### config.mk
export PLATFORM = sky130hd
export DESIGN_NAME = dgls_ctrl
export DESIGN_NICKNAME = d
export VERILOG_FILES = /design/src/sv/dgls_pkg.sv /design/src/sv/dgls_ctrl.sv
export SDC_FILE = /design/constraint.sdc
export NUM_CORES = 1
export LEC_CHECK = 0
export BUFFER_PORTS_ARGS = -buffer_cell sky130_fd_sc_hd__buf_4
export CORE_AREA = 4 4 41 43
export CTS_CLUSTER_DIAMETER = 40
export DETAILED_ROUTE_END_ITERATION = 10
export DIE_AREA = 0 0 45 47
export GPL_TIMING_DRIVEN = 0
export SLEW_MARGIN = 20
export SYNTH_ARGS = -nofsm -noshare
export SYNTH_HDL_FRONTEND = slang
export SYNTH_SLANG_ARGS = --single-unit
### constraint.sdc
create_clock -name clk -period 3.4 [get_ports clk]
set_input_delay 1.02 -clock clk [delete_from_list [all_inputs] [get_ports clk]]
set_output_delay 1.02 -clock clk [all_outputs]
set_load 0.01 [all_outputs]
### src/sv/dgls_pkg.sv
// Shared constants, command/status types and address helpers for the
// diagonal Gaussian log scorer. No dependencies.
package dgls_pkg;

    // Model geometry
    localparam int NUM_STATES     = 32;
    localparam int NUM_COMPONENTS = 4;
    localparam int MAX_DIM        = 64;

    localparam int NORM_DEPTH = NUM_STATES * NUM_COMPONENTS;
    localparam int VEC_DEPTH  = NORM_DEPTH * MAX_DIM;
    localparam int NORM_AW    = (NORM_DEPTH > 1) ? $clog2(NORM_DEPTH) : 1;
    localparam int VEC_AW     = (VEC_DEPTH > 1) ? $clog2(VEC_DEPTH) : 1;

    // Field widths
    localparam int OP_W    = 2;
    localparam int STATE_W = 5;
    localparam int COMP_W  = 2;
    localparam int ELEM_W  = 6;
    localparam int SAMPLE_W = 16;
    localparam int IVAR_W  = 16;
    localparam int NORM_W  = 32;
    localparam int SCORE_W = 48;

    // Datapath widths
    localparam int DIFF_W      = SAMPLE_W + 1;
    localparam int SQ_W        = 2 * DIFF_W - 1;
    localparam int TERM_W      = SQ_W + IVAR_W;
    localparam int SUM_W       = 56;
    localparam int ROUND_SHIFT = 17;
    localparam int HALF_W      = SUM_W + 1 - ROUND_SHIFT;

    // Operation codes (code 3 is unused and ignored)
    localparam logic [OP_W-1:0] OP_LOAD_VEC  = 2'd0;
    localparam logic [OP_W-1:0] OP_LOAD_NORM = 2'd1;
    localparam logic [OP_W-1:0] OP_SCORE     = 2'd2;

    typedef struct packed {
        logic load_vec;
        logic load_norm;
        logic start_score;
        logic square;
        logic mult;
        logic acc;
        logic half;
        logic emit;
    } ctrl_cmd_t;

    typedef struct packed {
        logic last;
        logic out_free;
    } dp_status_t;

    function automatic logic comp_in_range(logic [STATE_W-1:0] st, logic [COMP_W-1:0] cp);
        return (32'(st) < NUM_STATES) && (32'(cp) < NUM_COMPONENTS);
    endfunction

    function automatic logic elem_in_range(logic [STATE_W-1:0] st, logic [COMP_W-1:0] cp,
                                           logic [ELEM_W-1:0] el);
        return comp_in_range(st, cp) && (32'(el) < MAX_DIM);
    endfunction

    function automatic logic [NORM_AW-1:0] norm_addr(logic [STATE_W-1:0] st,
                                                     logic [COMP_W-1:0] cp);
        return NORM_AW'(32'(st) * NUM_COMPONENTS + 32'(cp));
    endfunction

    function automatic logic [VEC_AW-1:0] vec_addr(logic [STATE_W-1:0] st,
                                                   logic [COMP_W-1:0] cp,
                                                   logic [ELEM_W-1:0] el);
        return VEC_AW'((32'(st) * NUM_COMPONENTS + 32'(cp)) * MAX_DIM + 32'(el));
    endfunction

endpackage

### src/sv/dgls_ctrl.sv
// Sequencer for the log scorer: accepts items, steps a score element through
// square, multiply, accumulate and, on the last element, round and emit.
// Depends on dgls_pkg.
module dgls_ctrl (
    input  logic                      clk,
    input  logic                      rst_n,
    input  logic                      in_valid,
    output logic                      in_ready,
    input  logic [1:0]                operation,
    input  dgls_pkg::dp_status_t      status,
    output dgls_pkg::ctrl_cmd_t       cmd
);
    import dgls_pkg::*;

    typedef enum logic [5:0] {
        S_IDLE   = 6'b000001,
        S_SQUARE = 6'b000010,
        S_MULT   = 6'b000100,
        S_ACC    = 6'b001000,
        S_HALF   = 6'b010000,
        S_EMIT   = 6'b100000
    } state_t;

    state_t state_reg;
    state_t state_next;
    logic   accept;

    assign in_ready = (state_reg == S_IDLE);
    assign accept   = in_valid && in_ready;

    always_comb
    begin
        cmd             = '0;
        cmd.load_vec    = accept && (operation == OP_LOAD_VEC);
        cmd.load_norm   = accept && (operation == OP_LOAD_NORM);
        cmd.start_score = accept && (operation == OP_SCORE);
        cmd.square      = (state_reg == S_SQUARE);
        cmd.mult        = (state_reg == S_MULT);
        cmd.acc         = (state_reg == S_ACC);
        cmd.half        = (state_reg == S_HALF);
        cmd.emit        = (state_reg == S_EMIT) && status.out_free;
    end

    always_comb
    begin
        state_next = state_reg;
        case (state_reg)
            S_IDLE:
            begin
                if (cmd.start_score)
                begin
                    state_next = S_SQUARE;
                end
            end
            S_SQUARE: state_next = S_MULT;
            S_MULT:   state_next = S_ACC;
            S_ACC:    state_next = status.last ? S_HALF : S_IDLE;
            S_HALF:   state_next = S_EMIT;
            S_EMIT:
            begin
                if (status.out_free)
                begin
                    state_next = S_IDLE;
                end
            end
            default:  state_next = S_IDLE;
        endcase
    end

    always_ff @(posedge clk or negedge rst_n)
    begin
        if (!rst_n)
        begin
            state_reg <= S_IDLE;
        end
        else
        begin
            state_reg <= state_next;
        end
    end

    // A score transfer always starts the element sequence
    a_score_starts: assert property (@(posedge clk) disable iff (!rst_n)
        cmd.start_score |=> (state_reg == S_SQUARE))
        else $error("score transfer did not start the sequence");

    // Emit is only reached through the rounding step
    a_emit_after_half: assert property (@(posedge clk) disable iff (!rst_n)
        (state_reg == S_EMIT) |-> ($past(state_reg) == S_HALF || $past(state_reg) == S_EMIT))
        else $error("emit state entered without rounding");

    a_state_onehot: assert property (@(posedge clk) disable iff (!rst_n)
        $onehot(state_reg))
        else $error("sequencer state not one-hot");

endmodule

* Yosys cells after proc, flatten, opt, wreduce, memory -nomap -nowiden
Cells that the tools add are included.
W data, S select, Z words.
** Storage, ports and cells
- Logic and storage cells :: 22
- Output and inout bits :: 9
- Bits in registers :: 6
- Bits of input ports :: 7
** Operators by class
- Reduce and logical (&&, ||, !) cells :: 7
- Equality and inequality tests :: 10
- Muxes and demuxes :: 4
** Operators with widths (count)
- $pmux W6 S6 :: 1
- $mux W6 :: 2
- $eq A6 B1 Y1 const B :: 1
- $eq A6 B2 Y1 const B :: 1
- $eq A6 B3 Y1 const B :: 1
- $eq A6 B4 Y1 const B :: 1
- $eq A6 B5 Y1 const B :: 1
- $eq A6 B6 Y1 const B :: 1
- $logic_and A1 B1 Y1 :: 5
- $mux W5 :: 1
- $eq A2 B1 Y1 const B :: 1
- $eq A2 B2 Y1 const B :: 1
- $logic_not A2 Y1 :: 1
- $ne A2 B1 Y1 const B :: 1
- $ne A2 B2 Y1 const B :: 1
- $reduce_and A2 Y1 :: 1

* Longest topological paths before layout
Gate-level depths: netlist of the first run.
- Depth after elaboration :: 5
- Gate-level depth with buffers :: 5
- Mapped depth without buffers :: 5

* Worst setup path after synthesis of the first run
OpenSTA, ideal clock, no wires.
- Kind :: reg-to-output
- Start point :: reg state_reg[4]
- End point :: out cmd[6] in the netlist's numbering
- Arrival :: 1.530 ns
- Data required time :: 2.380 ns
- Stages on the path, launching flop included :: 6
- Setup slack :: 0.850 ns
- Path buffers :: 0
- Cells stage by stage :: dfrtp_1 -> nor4_1 -> nand3b_1 -> inv_1 -> nand2_1 -> nor3b_1
** RTL lines
- start, declared :: line dgls_ctrl.sv:24 : state_t state_reg;
- start signal, assigned :: line dgls_ctrl.sv:78 : state_reg <= state_next;
- end, declared :: line dgls_ctrl.sv:11 : output dgls_pkg::ctrl_cmd_t cmd

==> parameters.txt, run 1 <==
Parameter                              Value

Synthesis
  Dominant cells by area after synthesis    sky130_fd_sc_hd__dfrtp_1, sky130_fd_sc_hd__dfstp_2, sky130_fd_sc_hd__nor4b_1
  Number of distinct library cell variants in the gate-level netlist after synthesis    22
  Area share of the leading cell type in the synthesized netlist    33.44%
  Area of the mapped netlist    374.1 µm²
  Net count after synthesis    40
  Synth warnings    0
  Sequential area share after synthesis    40.47%
  Primary FF master, synth    sky130_fd_sc_hd__dfrtp_1
  Cells after Synth    33
  Top-count cell post-synth    sky130_fd_sc_hd__dfrtp_1
  Synth area leader    sky130_fd_sc_hd__dfrtp_1
  Asr flop ratio synth    100.0%
  Mapped Avg Cell Area    11.34 µm²
  Count of state elements after synthesis    6
  Top cells by count, synth    sky130_fd_sc_hd__dfrtp_1, sky130_fd_sc_hd__nor4b_1
  EDFF count, synth    0

Finish
  Number of nets in the finished design    60
  Area growth, synth to finish    42.14%
  Share of cells above drive strength 1    50.00%
  Cell area after layout    531.8 µm²
  Antenna diode count    0
  Flip-flop count of the largest register, all copies and words added    6

Drt
  Router iterations before antenna repair    2
  Routed wire length    775 µm
  Routed WL per cell    11.57 µm
  Vias    320
  Count of routing violations after the opening detailed-route iteration    4
  Mean number of vias per cell    4.776
  DRC violations left    0
  Number of antenna-violating nets in the routed design    0

Run
  Max Cap Viol    0

Clocking
  Maximum buffer depth of the clock tree    2
  Number of clock buffers inserted by TritonCTS    3
  Clock latency at the later pin of the worst-skew pair    0.24 ns
  Root cell of the clock tree    sky130_fd_sc_hd__clkbuf_4
  Clk sinks    6
  Number of hold buffers added after CTS    0
  Clock input transition at the sequential cells of the worst setup and hold paths    0.05 ns
  Depth of the CTS H-tree    1
  Post-CTS Setup Inserts    0
  Post-CTS sizing    0
  CTS tree    done

STA
  Worst-case setup margin in the final layout    0.4634 ns
  Aggregate negative setup slack    0 ns
  Transition time at the pin with the least slew margin    0.3904 ns
  Count of final hold-check violations    0
  Final setup viols    0
  Min Tclk post-route    2.937 ns
  RSZ-0062 raised after global routing    false
  Hold Slack    0.5489 ns
  Number of pins exceeding their max-slew limit in the final report    0
  Largest clock skew in the final design    0.006775 ns
  Achievable Freq    340.5 MHz
  Portion of the clock cycle consumed by the worst path in the final layout    86.37%
  Worst slew margin    73.61%

Critical path
  Setup slack of the worst register-to-register path    1.60 ns
  Slowest CP cell    sky130_fd_sc_hd__dfrtp_1
  Kind of end point of the critical path    primary output
  Reg2reg path depth    5
  Classification of the worst setup path    reg -> out
  Max FO, Critical Path    7
  Launching point of the worst reg2reg path    state_reg[1]$_DFFE_PN0P_
  Crit path launch type    register
  Delay of the slowest cell on the worst path    0.44 ns
  Sequence of cells on the critical path    nor4_1 > nand3b_1 > inv_1 > nand2_1 > nor3b_1 > buf_4
  Critical Path RT    2.38 ns
  Arrival time at the worst endpoint    1.92 ns
  RR Endpoint    state_reg[0]$_DFFE_PN1P_

Pwr
  Total Power    252.3 µW
  Power density over the cells    474.5 mW/mm²
  Standby leakage power    0.2609 nW
  Worst-case vdd ir drop    0.2241 mV

Place
  Buffers on Ports    15
  Dpl cell area    505.5 µm²
  Post-DP HPWL    624.2 µm
  Final Wtd Congestion    0.6065
  Worst slack after detailed placement    0.6919 ns

Floorplan
  Top-Level Pins    16
  Die X-Extent    45 µm
  Height of the die    47 µm
  Initial cell density of the core    28.75%
  Core Rows    13
  Die area    0.002115 mm²
  Core Footprint    0.001301 mm²

Run status
  Run status    completed

Min path
  Critical hold path startpoint    state_reg[1]$_DFFE_PN0P_
  Cell depth of the worst min-delay path    2
  Endpoint of the worst hold-timing path    state_reg[3]$_DFFE_PN0P_
  Type of the worst min-delay path    reg -> reg

Global routing
  Total grt overflow    0
  Initial antenna violation count    0
  Via count of the first global-routing pass    323
  Global-route wire length before repair    1.290 mm
  Largest net degree at the start of global routing    10
  Gr usage total    8.751%
## how the worst max path moves through the flow
stage             end  cells after the start                startpoint
2_1_floorplan  cmd[6]                      5  state_reg[4]$_DFFE_PN0P_
3_5_place_dp   cmd[6]                      6  state_reg[4]$_DFFE_PN0P_
5_1_grt        cmd[6]                      6  state_reg[4]$_DFFE_PN0P_
6_report       cmd[6]                      6  state_reg[4]$_DFFE_PN0P_
3_3_place_gp   cmd[6]                      6  state_reg[4]$_DFFE_PN0P_
4_1_cts        cmd[6]                      6  state_reg[4]$_DFFE_PN0P_
## layout by cell type, fill, tap and decap left out, types with 2 or more instances in the layout
cell type,synthesis,final
sky130_fd_sc_hd__and4b_1,2,2
sky130_fd_sc_hd__nor2_1,2,2
sky130_fd_sc_hd__nor4b_1,3,3
sky130_fd_sc_hd__dfrtp_1,5,5
sky130_fd_sc_hd__nor3b_1,2,2
sky130_fd_sc_hd__clkbuf_4,0,3
sky130_fd_sc_hd__nand3b_1,2,2
sky130_fd_sc_hd__buf_4,0,15
sky130_fd_sc_hd__and3b_2,2,2
## cells by family after synthesis
| group | share of synthesized area [%] |
|---|---|
| and+or+nand+nor | 43.48 |
| AOI/OAI and AO/OA | 9.700 |
| DFF | 40.47 |
| buffers and inverters | 4.012 |
| xor gates and xnor gates | 2.342 |
## per-stage QoR
step                      cells  util, %
after floorplan              33        -
after global placement       63    38.85
after detailed placement     63    38.85
after CTS                    67    40.87
after global routing         67    40.87
final                        67    40.87
## per-layer routing
layer	share of wire (%)	wire (µm)	GRT usage, %	up-vias
li1	-	-	-	166
met1	45	352	10.44	143
met2	46	360	12.43	11
met3	8.0	62	3.448	0
met4	0	0	7.018	0
met5	0	0	0	-
## cell type report
cell class	count	area (µm²)
Sequential cell	6	151.4
Tap cell	15	18.77
Clock buffer	4	26.28
Fill cell	144	769.5
Multi-Input combinational cell	25	207.7
Inverter	1	3.754
Buffer	1	11.26
Timing Repair Buffer	15	112.6
## power by group
part           leakage (nW)  total (mW)  internal [mW]  switching [mW]
clock                0.0150      0.0692         0.0444          0.0248
combinational         0.166      0.0941         0.0486          0.0455
sequential           0.0800      0.0890         0.0822         0.00674
total                 0.261       0.252          0.175          0.0770
## critical path, delay by kind of cell (launching register included)
| family | cells | cell delay (ns) |
|---|---|---|
| buffers and inverters | 2 | 0.31 |
| DFF | 1 | 0.44 |
| and+or+nand+nor | 4 | 0.93 |
Note: power is estimated with default switching activity, not from simulation.
==> run 2, diff against run 1 <==
--- a/config.mk
+++ b/config.mk
@@ -13,3 +13,2 @@
 export GPL_TIMING_DRIVEN = 0
-export SLEW_MARGIN = 20
 export SYNTH_ARGS = -nofsm -noshare
--- a/constraint.sdc
+++ b/constraint.sdc
@@ -3,2 +3,2 @@
 set_output_delay 1.02 -clock clk [all_outputs]
-set_load 0.01 [all_outputs]
+set_load 0.05 [all_outputs]
==> run 2 against run 1 <==
Total power grew 15%. Routed wire length grew 2.2%. Sequential power grew 1%. Final cell count is the same. Maximum frequency shrank 3.7%. First-iteration DRC count shrank 100%. Die area is the same.
==> parameters.txt, run 2 (synthesized netlist as in run 1, its figures left out) <==
Parameter                              Value

Run status
  Run status    completed

Finish
  Flip-flop count of the largest register, all copies and words added    6 (unchanged)
  Number of fillers in the final layout    147 (+2.1%)
  Number of standard cells in the layout, taps in and fillers out    67 (unchanged)
  Area of combinational cells with multiple inputs    230.2 µm² (+11%)
  Area of all sequential standard cells    151.4 µm² (unchanged)
  Cell area after layout    554.3 µm² (+4.2%)
  Top library cells by usage in the layout, fill and taps aside    sky130_fd_sc_hd__buf_4, sky130_fd_sc_hd__dfrtp_1, sky130_fd_sc_hd__clkbuf_4
  Antenna diode count    0 (unchanged)
  Share of cells above drive strength 1    57.69% (+7.7 points)
  Most common cell after layout, fill and taps aside    sky130_fd_sc_hd__buf_4
  Number of nets in the finished design    60 (unchanged)
  Area growth, synth to finish    48.16%

Clocking
  CTS tree    done
  Number of clock buffers inserted by TritonCTS    3 (unchanged)
  Post-CTS sizing    0 (unchanged)
  Clk sinks    6 (unchanged)
  Depth of the CTS H-tree    1 (unchanged)
  Clock input transition at the sequential cells of the worst setup and hold paths    0.05 ns (about the same)
  Post-CTS Setup Inserts    0 (unchanged)
  Clock latency at the later pin of the worst-skew pair    0.25 ns (about the same)
  Root cell of the clock tree    sky130_fd_sc_hd__clkbuf_4
  Maximum buffer depth of the clock tree    2 (unchanged)
  Number of hold buffers added after CTS    0 (unchanged)

Floorplan
  Core Footprint    0.001301 mm² (unchanged)
  Height of the die    47 µm (unchanged)
  Top-Level Pins    16 (unchanged)
  Core Rows    13 (unchanged)
  Initial cell density of the core    28.75% (unchanged)
  Die X-Extent    45 µm (unchanged)
  Die area    0.002115 mm² (unchanged)

STA
  Min Tclk post-route    3.050 ns (+0.1131 ns)
  Aggregate negative setup slack    0 ns (unchanged)
  Worst slew margin    71.84% (-1.8 points)
  Final setup viols    0 (unchanged)
  RSZ-0062 raised after global routing    false
  Count of final hold-check violations    0 (unchanged)
  Portion of the clock cycle consumed by the worst path in the final layout    89.70% (+3.3 points)
  Transition time at the pin with the least slew margin    0.4186 ns (+0.02820 ns)
  Number of pins exceeding their max-slew limit in the final report    0 (unchanged)
  Largest clock skew in the final design    0.007038 ns (+0.0002623 ns)
  Achievable Freq    327.9 MHz (-3.7%)
  Hold Slack    0.5600 ns (+0.01109 ns)

Critical path
  Crit path launch type    register
  Critical Path RT    2.38 ns (about the same)
  Sequence of cells on the critical path    nor4_1 > nand3b_1 > inv_1 > nand2_1 > nor3b_2 > buf_4
  Classification of the worst setup path    reg -> out
  Reg2reg path depth    5 (unchanged)
  Launching point of the worst reg2reg path    state_reg[1]$_DFFE_PN0P_
  Kind of end point of the critical path    primary output
  Critical Path Start    state_reg[4]$_DFFE_PN0P_
  Slowest CP cell    sky130_fd_sc_hd__dfrtp_1
  Arrival time at the worst endpoint    2.03 ns (+0.11 ns)
  Max FO, Critical Path    7 (unchanged)
  Delay of the slowest cell on the worst path    0.45 ns (about the same)

Drt
  Vias    331 (+3.4%)
  Routed wire length    792 µm (+2.2%)
  DRC violations left    0 (unchanged)
  Count of routing violations after the opening detailed-route iteration    0 (-4)
  Routed WL per cell    11.82 µm (+2.2%)
  Mean number of vias per cell    4.940 (+3.4%)
  Router iterations before antenna repair    1 (-1)
  Number of antenna-violating nets in the routed design    0 (unchanged)

Pwr
  Total Power    289.7 µW (+15%)
  Worst-case vdd ir drop    0.2970 mV (+33%)
  Power density over the cells    522.7 mW/mm² (+10%)
  Standby leakage power    0.2648 nW (+1.5%)

Min path
  Type of the worst min-delay path    reg -> reg
  Cell depth of the worst min-delay path    2 (unchanged)
  Critical hold path startpoint    state_reg[1]$_DFFE_PN0P_

Run
  Max Cap Viol    0 (unchanged)

Global routing
  Total grt overflow    0 (unchanged)
  Via count of the first global-routing pass    327 (+1.2%)
  Initial antenna violation count    0 (unchanged)
  Largest net degree at the start of global routing    10 (unchanged)
  Global-route wire length before repair    1.324 mm (+2.6%)
  Gr usage total    8.889% (+0.14 points)

Place
  Dpl cell area    528.0 µm² (+4.5%)
  Final Wtd Congestion    0.6240 (+2.9%)
  Cell count after placement    63 (unchanged)
  Buffers on Ports    15 (unchanged)
  Post-DP HPWL    649.3 µm (+4.0%)
## run 2: cell counts in the layout (fill, tap and decap cells not counted)
Identical to the previous run, type by type.
## run 2: layout make-up
| type | count | share of cell area, % |
|---|---|---|
| inverter | 1 | 0.6772 |
| clock buffer | 4 | 4.740 |
| tap | 15 | 3.386 |
| sequential | 6 | 27.31 |
| buffer | 1 | 2.032 |
| timing repair buffer | 15 | 20.32 |
| multi-input combinational | 25 | 41.53 |
## run 2: final timing paths
check                                            to  slack [ns]
hold / removal             state_reg[3]$_DFFE_PN0P_        0.56
min in group asynchronous  state_reg[3]$_DFFE_PN0P_        0.57
max in group asynchronous  state_reg[0]$_DFFE_PN1P_        2.63
hold reg to reg            state_reg[3]$_DFFE_PN0P_        0.56
setup / recovery                             cmd[6]        0.35
setup reg to reg           state_reg[0]$_DFFE_PN1P_        1.58
## run 2: per-layer routing
layer  part of all wire (%)  vias up  global-route usage, %
met3                    7.4        2                  2.682
met5                      0        -                      0
met4                    2.1        0                  7.018
met2                     45       13                  13.84
met1                     46      152                  10.14
li1                       -      164                      -
## run 2: critical path, delay by kind of cell, from the launching register on
family	cells	cell delay (ns)
buffers and inverters	2	0.37
flip-flops	1	0.45
AND/OR/NAND/NOR	4	0.96
## run 2: report_power, final
part / internal, mW / switching (mW) / total [mW]
logic: 0.0505 / 0.0790 / 0.129
registers: 0.0823 / 0.00784 / 0.0901
clock network: 0.0444 / 0.0258 / 0.0702
## run 2: through the flow
stage | worst slack [ns] | utilization, %
final | 0.3503 | 42.60
after global placement | 0.6252 | 40.58
after floorplan | 0.1630 | -
after CTS | 0.3188 | 42.60
after detailed placement | 0.5973 | 40.58
after global routing | 0.1734 | 42.60
==> run 3, diff against run 2 <==
BUFFER_PORTS_ARGS = default   (was -buffer_cell sky130_fd_sc_hd__buf_4)
CELL_PAD_IN_SITES_DETAIL_PLACEMENT = 1   (was default)
CELL_PAD_IN_SITES_GLOBAL_PLACEMENT = 1   (was default)
DONT_BUFFER_PORTS = 1   (was default)
PLACE_DENSITY_LB_ADDON = 0.1   (was default)
==> run 3 against run 2 <==
Hold slack worse by 0.10 ns. Maximum frequency down 6.3%. Final area down 12%. Sequential share of layout area up 3.9 points. Sequential power up 1%. Largest power group unchanged. Non-clock buffer count down 14. Register-to-register slack worse by 0.43 ns.
==> parameters.txt, run 3 (synthesized netlist as in run 1, its figures left out) <==
Parameter                              Value

Clocking
  Number of hold buffers added after CTS    0 (unchanged)
  Root cell of the clock tree    sky130_fd_sc_hd__clkbuf_4
  Clk sinks    6 (unchanged)
  Clock input transition at the sequential cells of the worst setup and hold paths    0.06 ns (about the same)
  Maximum buffer depth of the clock tree    2 (unchanged)
  Number of clock buffers inserted by TritonCTS    3 (unchanged)
  Clock latency at the later pin of the worst-skew pair    0.25 ns (about the same)
  CTS tree    done
  Depth of the CTS H-tree    1 (unchanged)

Finish
  Flip-flop count of the largest register, all copies and words added    6 (unchanged)
  Antenna diode count    0 (unchanged)
  Number of standard cells in the layout, taps in and fillers out    53 (-21%)
  Post-route core utilization    37.31% (-5.3 points)
  Area growth, synth to finish    29.77%
  Most common cell after layout, fill and taps aside    sky130_fd_sc_hd__dfrtp_1
  Top library cells by usage in the layout, fill and taps aside    sky130_fd_sc_hd__dfrtp_1, sky130_fd_sc_hd__clkbuf_4
  Number of nets in the finished design    46 (-23%)
  Share of cells above drive strength 1    50.00% (-7.7 points)
  Number of fillers in the final layout    160 (+8.8%)

STA
  Number of pins exceeding their max-slew limit in the final report    0 (unchanged)
  Min Tclk post-route    3.253 ns (+0.2037 ns)
  Worst slew margin    16.31% (-56 points)
  Portion of the clock cycle consumed by the worst path in the final layout    95.69% (+6.0 points)
  Transition time at the pin with the least slew margin    1.252 ns (+0.8335 ns)
  Achievable Freq    307.4 MHz (-6.3%)
  Count of final hold-check violations    0 (unchanged)
  Final setup viols    0 (unchanged)
  Worst-case setup margin in the final layout    0.1466 ns (-0.2037 ns)
  RSZ-0062 raised after global routing    false
  Largest clock skew in the final design    0.01466 ns (+0.007620 ns)

Pwr
  Switching part of the total    41.11% (+2.3 points)
  Standby leakage power    0.2041 nW (-23%)
  Total Power    291.0 µW (+0.45%)
  Combinational group share of total power    43.4% (-1.3 points)
  Worst-case vdd ir drop    0.2013 mV (-32%)
  Internal Pwr Total    171.4 µW (-3.3%)
  Net switching power of the design    119.6 µW (+6.3%)
  Proportion of power drawn by the clock network    25.3% (+1.1 points)
  Power share of the sequential group    31.3% (+0.2 points)
  Power density over the cells    599.5 mW/mm² (+15%)

Run status
  Run status    completed

Critical path
  Reg2reg path depth    3 (-2)
  Arrival time at the worst endpoint    2.23 ns (+0.20 ns)
  Critical Path RT    2.38 ns (about the same)
  Classification of the worst setup path    reg -> out
  Max FO, Critical Path    7 (unchanged)
  Setup slack of the worst register-to-register path    1.15 ns (-0.43 ns)
  Kind of end point of the critical path    primary output
  Crit path launch type    register
  RR Endpoint    state_reg[5]$_DFFE_PN0P_
  Launching point of the worst reg2reg path    state_reg[5]$_DFFE_PN0P_

Global routing
  Most congested layer reported by global routing    met2
  Global-route wire length before repair    1.449 mm (+9.4%)
  Initial antenna violation count    0 (unchanged)
  Via count of the first global-routing pass    332 (+1.5%)
  Gr usage total    10.21% (+1.3 points)
  GR Layer Usage met1    11.92% (+1.8 points)
  Largest net degree at the start of global routing    10 (unchanged)
  Met3 Use GR    3.065% (+0.38 points)
  Global Route met2 Usage    13.56% (-0.28 points)
  Total grt overflow    0 (unchanged)

Drt
  Mean number of vias per cell    5.774 (+17%)
  Router iterations before antenna repair    3 (+2)
  Routed WL per cell    17.49 µm (+48%)
  Vias    306 (-7.6%)
  Number of antenna-violating nets in the routed design    0 (unchanged)
  DRC violations left    0 (unchanged)
  Count of routing violations after the opening detailed-route iteration    2 (+2)
  Routed wire length    927 µm (+17%)

Floorplan
  Die area    0.002115 mm² (unchanged)
  Top-Level Pins    16 (unchanged)
  Initial cell density of the core    28.75% (unchanged)
  Core Rows    13 (unchanged)
  Height of the die    47 µm (unchanged)
  Die X-Extent    45 µm (unchanged)
  Core Footprint    0.001301 mm² (unchanged)

Place
  Buffers on Ports    0 (-15)
  Post-DP HPWL    694.4 µm (+6.9%)
  Final Wtd Congestion    0.7239 (+16%)
  Cell count after placement    48 (-24%)
  Worst slack after detailed placement    -0.06966 ns (-0.6670 ns)

Run
  Max Cap Viol    0 (unchanged)

Min path
  Type of the worst min-delay path    in -> async
run 3: cell types whose count changed in the layout (fill, tap and decap cells not counted), sizes merged:
cell      previous run  this run
clkinvlp             0         1
buf                 16         2
inv                  1         0
run 3: how the worst max path moves through the flow:
stage                        startpoint     end  slack, ns
6_report       state_reg[4]$_DFFE_PN0P_  cmd[6]       0.15
5_1_grt        state_reg[4]$_DFFE_PN0P_  cmd[6]       0.03
4_1_cts        state_reg[4]$_DFFE_PN0P_  cmd[6]       0.04
3_5_place_dp   state_reg[4]$_DFFE_PN0P_  cmd[6]      -0.07
3_3_place_gp   state_reg[4]$_DFFE_PN0P_  cmd[6]      -0.07
2_1_floorplan  state_reg[1]$_DFFE_PN0P_  cmd[2]       0.16
run 3: stage by stage:
stage / setup TNS [ns] / hold slack (ns) / instance area (µm²)
final: 0 / 0.4550 / 485.5
after detailed placement: -0.06966 / 0.5712 / 420.4
after global routing: 0 / 0.4364 / 485.5
after floorplan: 0 / 0.5264 / 396.6
after CTS: 0 / 0.4464 / 469.2
after global placement: -0.06828 / 0.5510 / 415.4
run 3: power by group through the flow:
stage / registers [mW] / clock network [mW] / logic (mW)
after floorplan: 0.0884 / 0 / 0.0977
after global placement: 0.0911 / 0 / 0.106
after detailed placement: 0.0917 / 0 / 0.108
after CTS: 0.0912 / 0.0773 / 0.116
after global routing: 0.0924 / 0.0820 / 0.134
final: 0.0911 / 0.0736 / 0.126
run 3: timing repair:
item / 4_1_cts / 5_1_grt
endpoints found under the setup margin: 3 / 2
setup buffers: 0 / 1
resized for setup: 4 / 1
pin swaps: 1 / 2
hold endpoints to repair: 0 / 0
run 3: area by class of cell:
class	count	area, µm²	area share, %
Sequential cell	6	151.4	31.19
Multi-Input combinational cell	25	262.8	54.12
Buffer	1	11.26	2.320
Timing Repair Buffer	1	7.507	1.546
Clock buffer	4	26.28	5.412
Inverter	1	7.507	1.546
Tap cell	15	18.77	3.866
run 3: critical path, cell delays in order (launching register included):
cell and delay (ns):
sky130_fd_sc_hd__dfrtp_1 0.48, sky130_fd_sc_hd__nor4_4 0.32, sky130_fd_sc_hd__nand3b_1 0.19, sky130_fd_sc_hd__clkinvlp_4 0.27, sky130_fd_sc_hd__nand2_1 0.18, sky130_fd_sc_hd__nor3b_4 0.55
run 3: per-layer routing:
| metal | share of wire, % | wire [µm] | vias to the layer above |
|---|---|---|---|
| li1 | - | - | 139 |
| met2 | 50 | 466 | 16 |
| met5 | 0 | 0 | - |
| met3 | 9.4 | 87 | 0 |
| met1 | 40 | 373 | 151 |
| met4 | 0 | 0 | 0 |
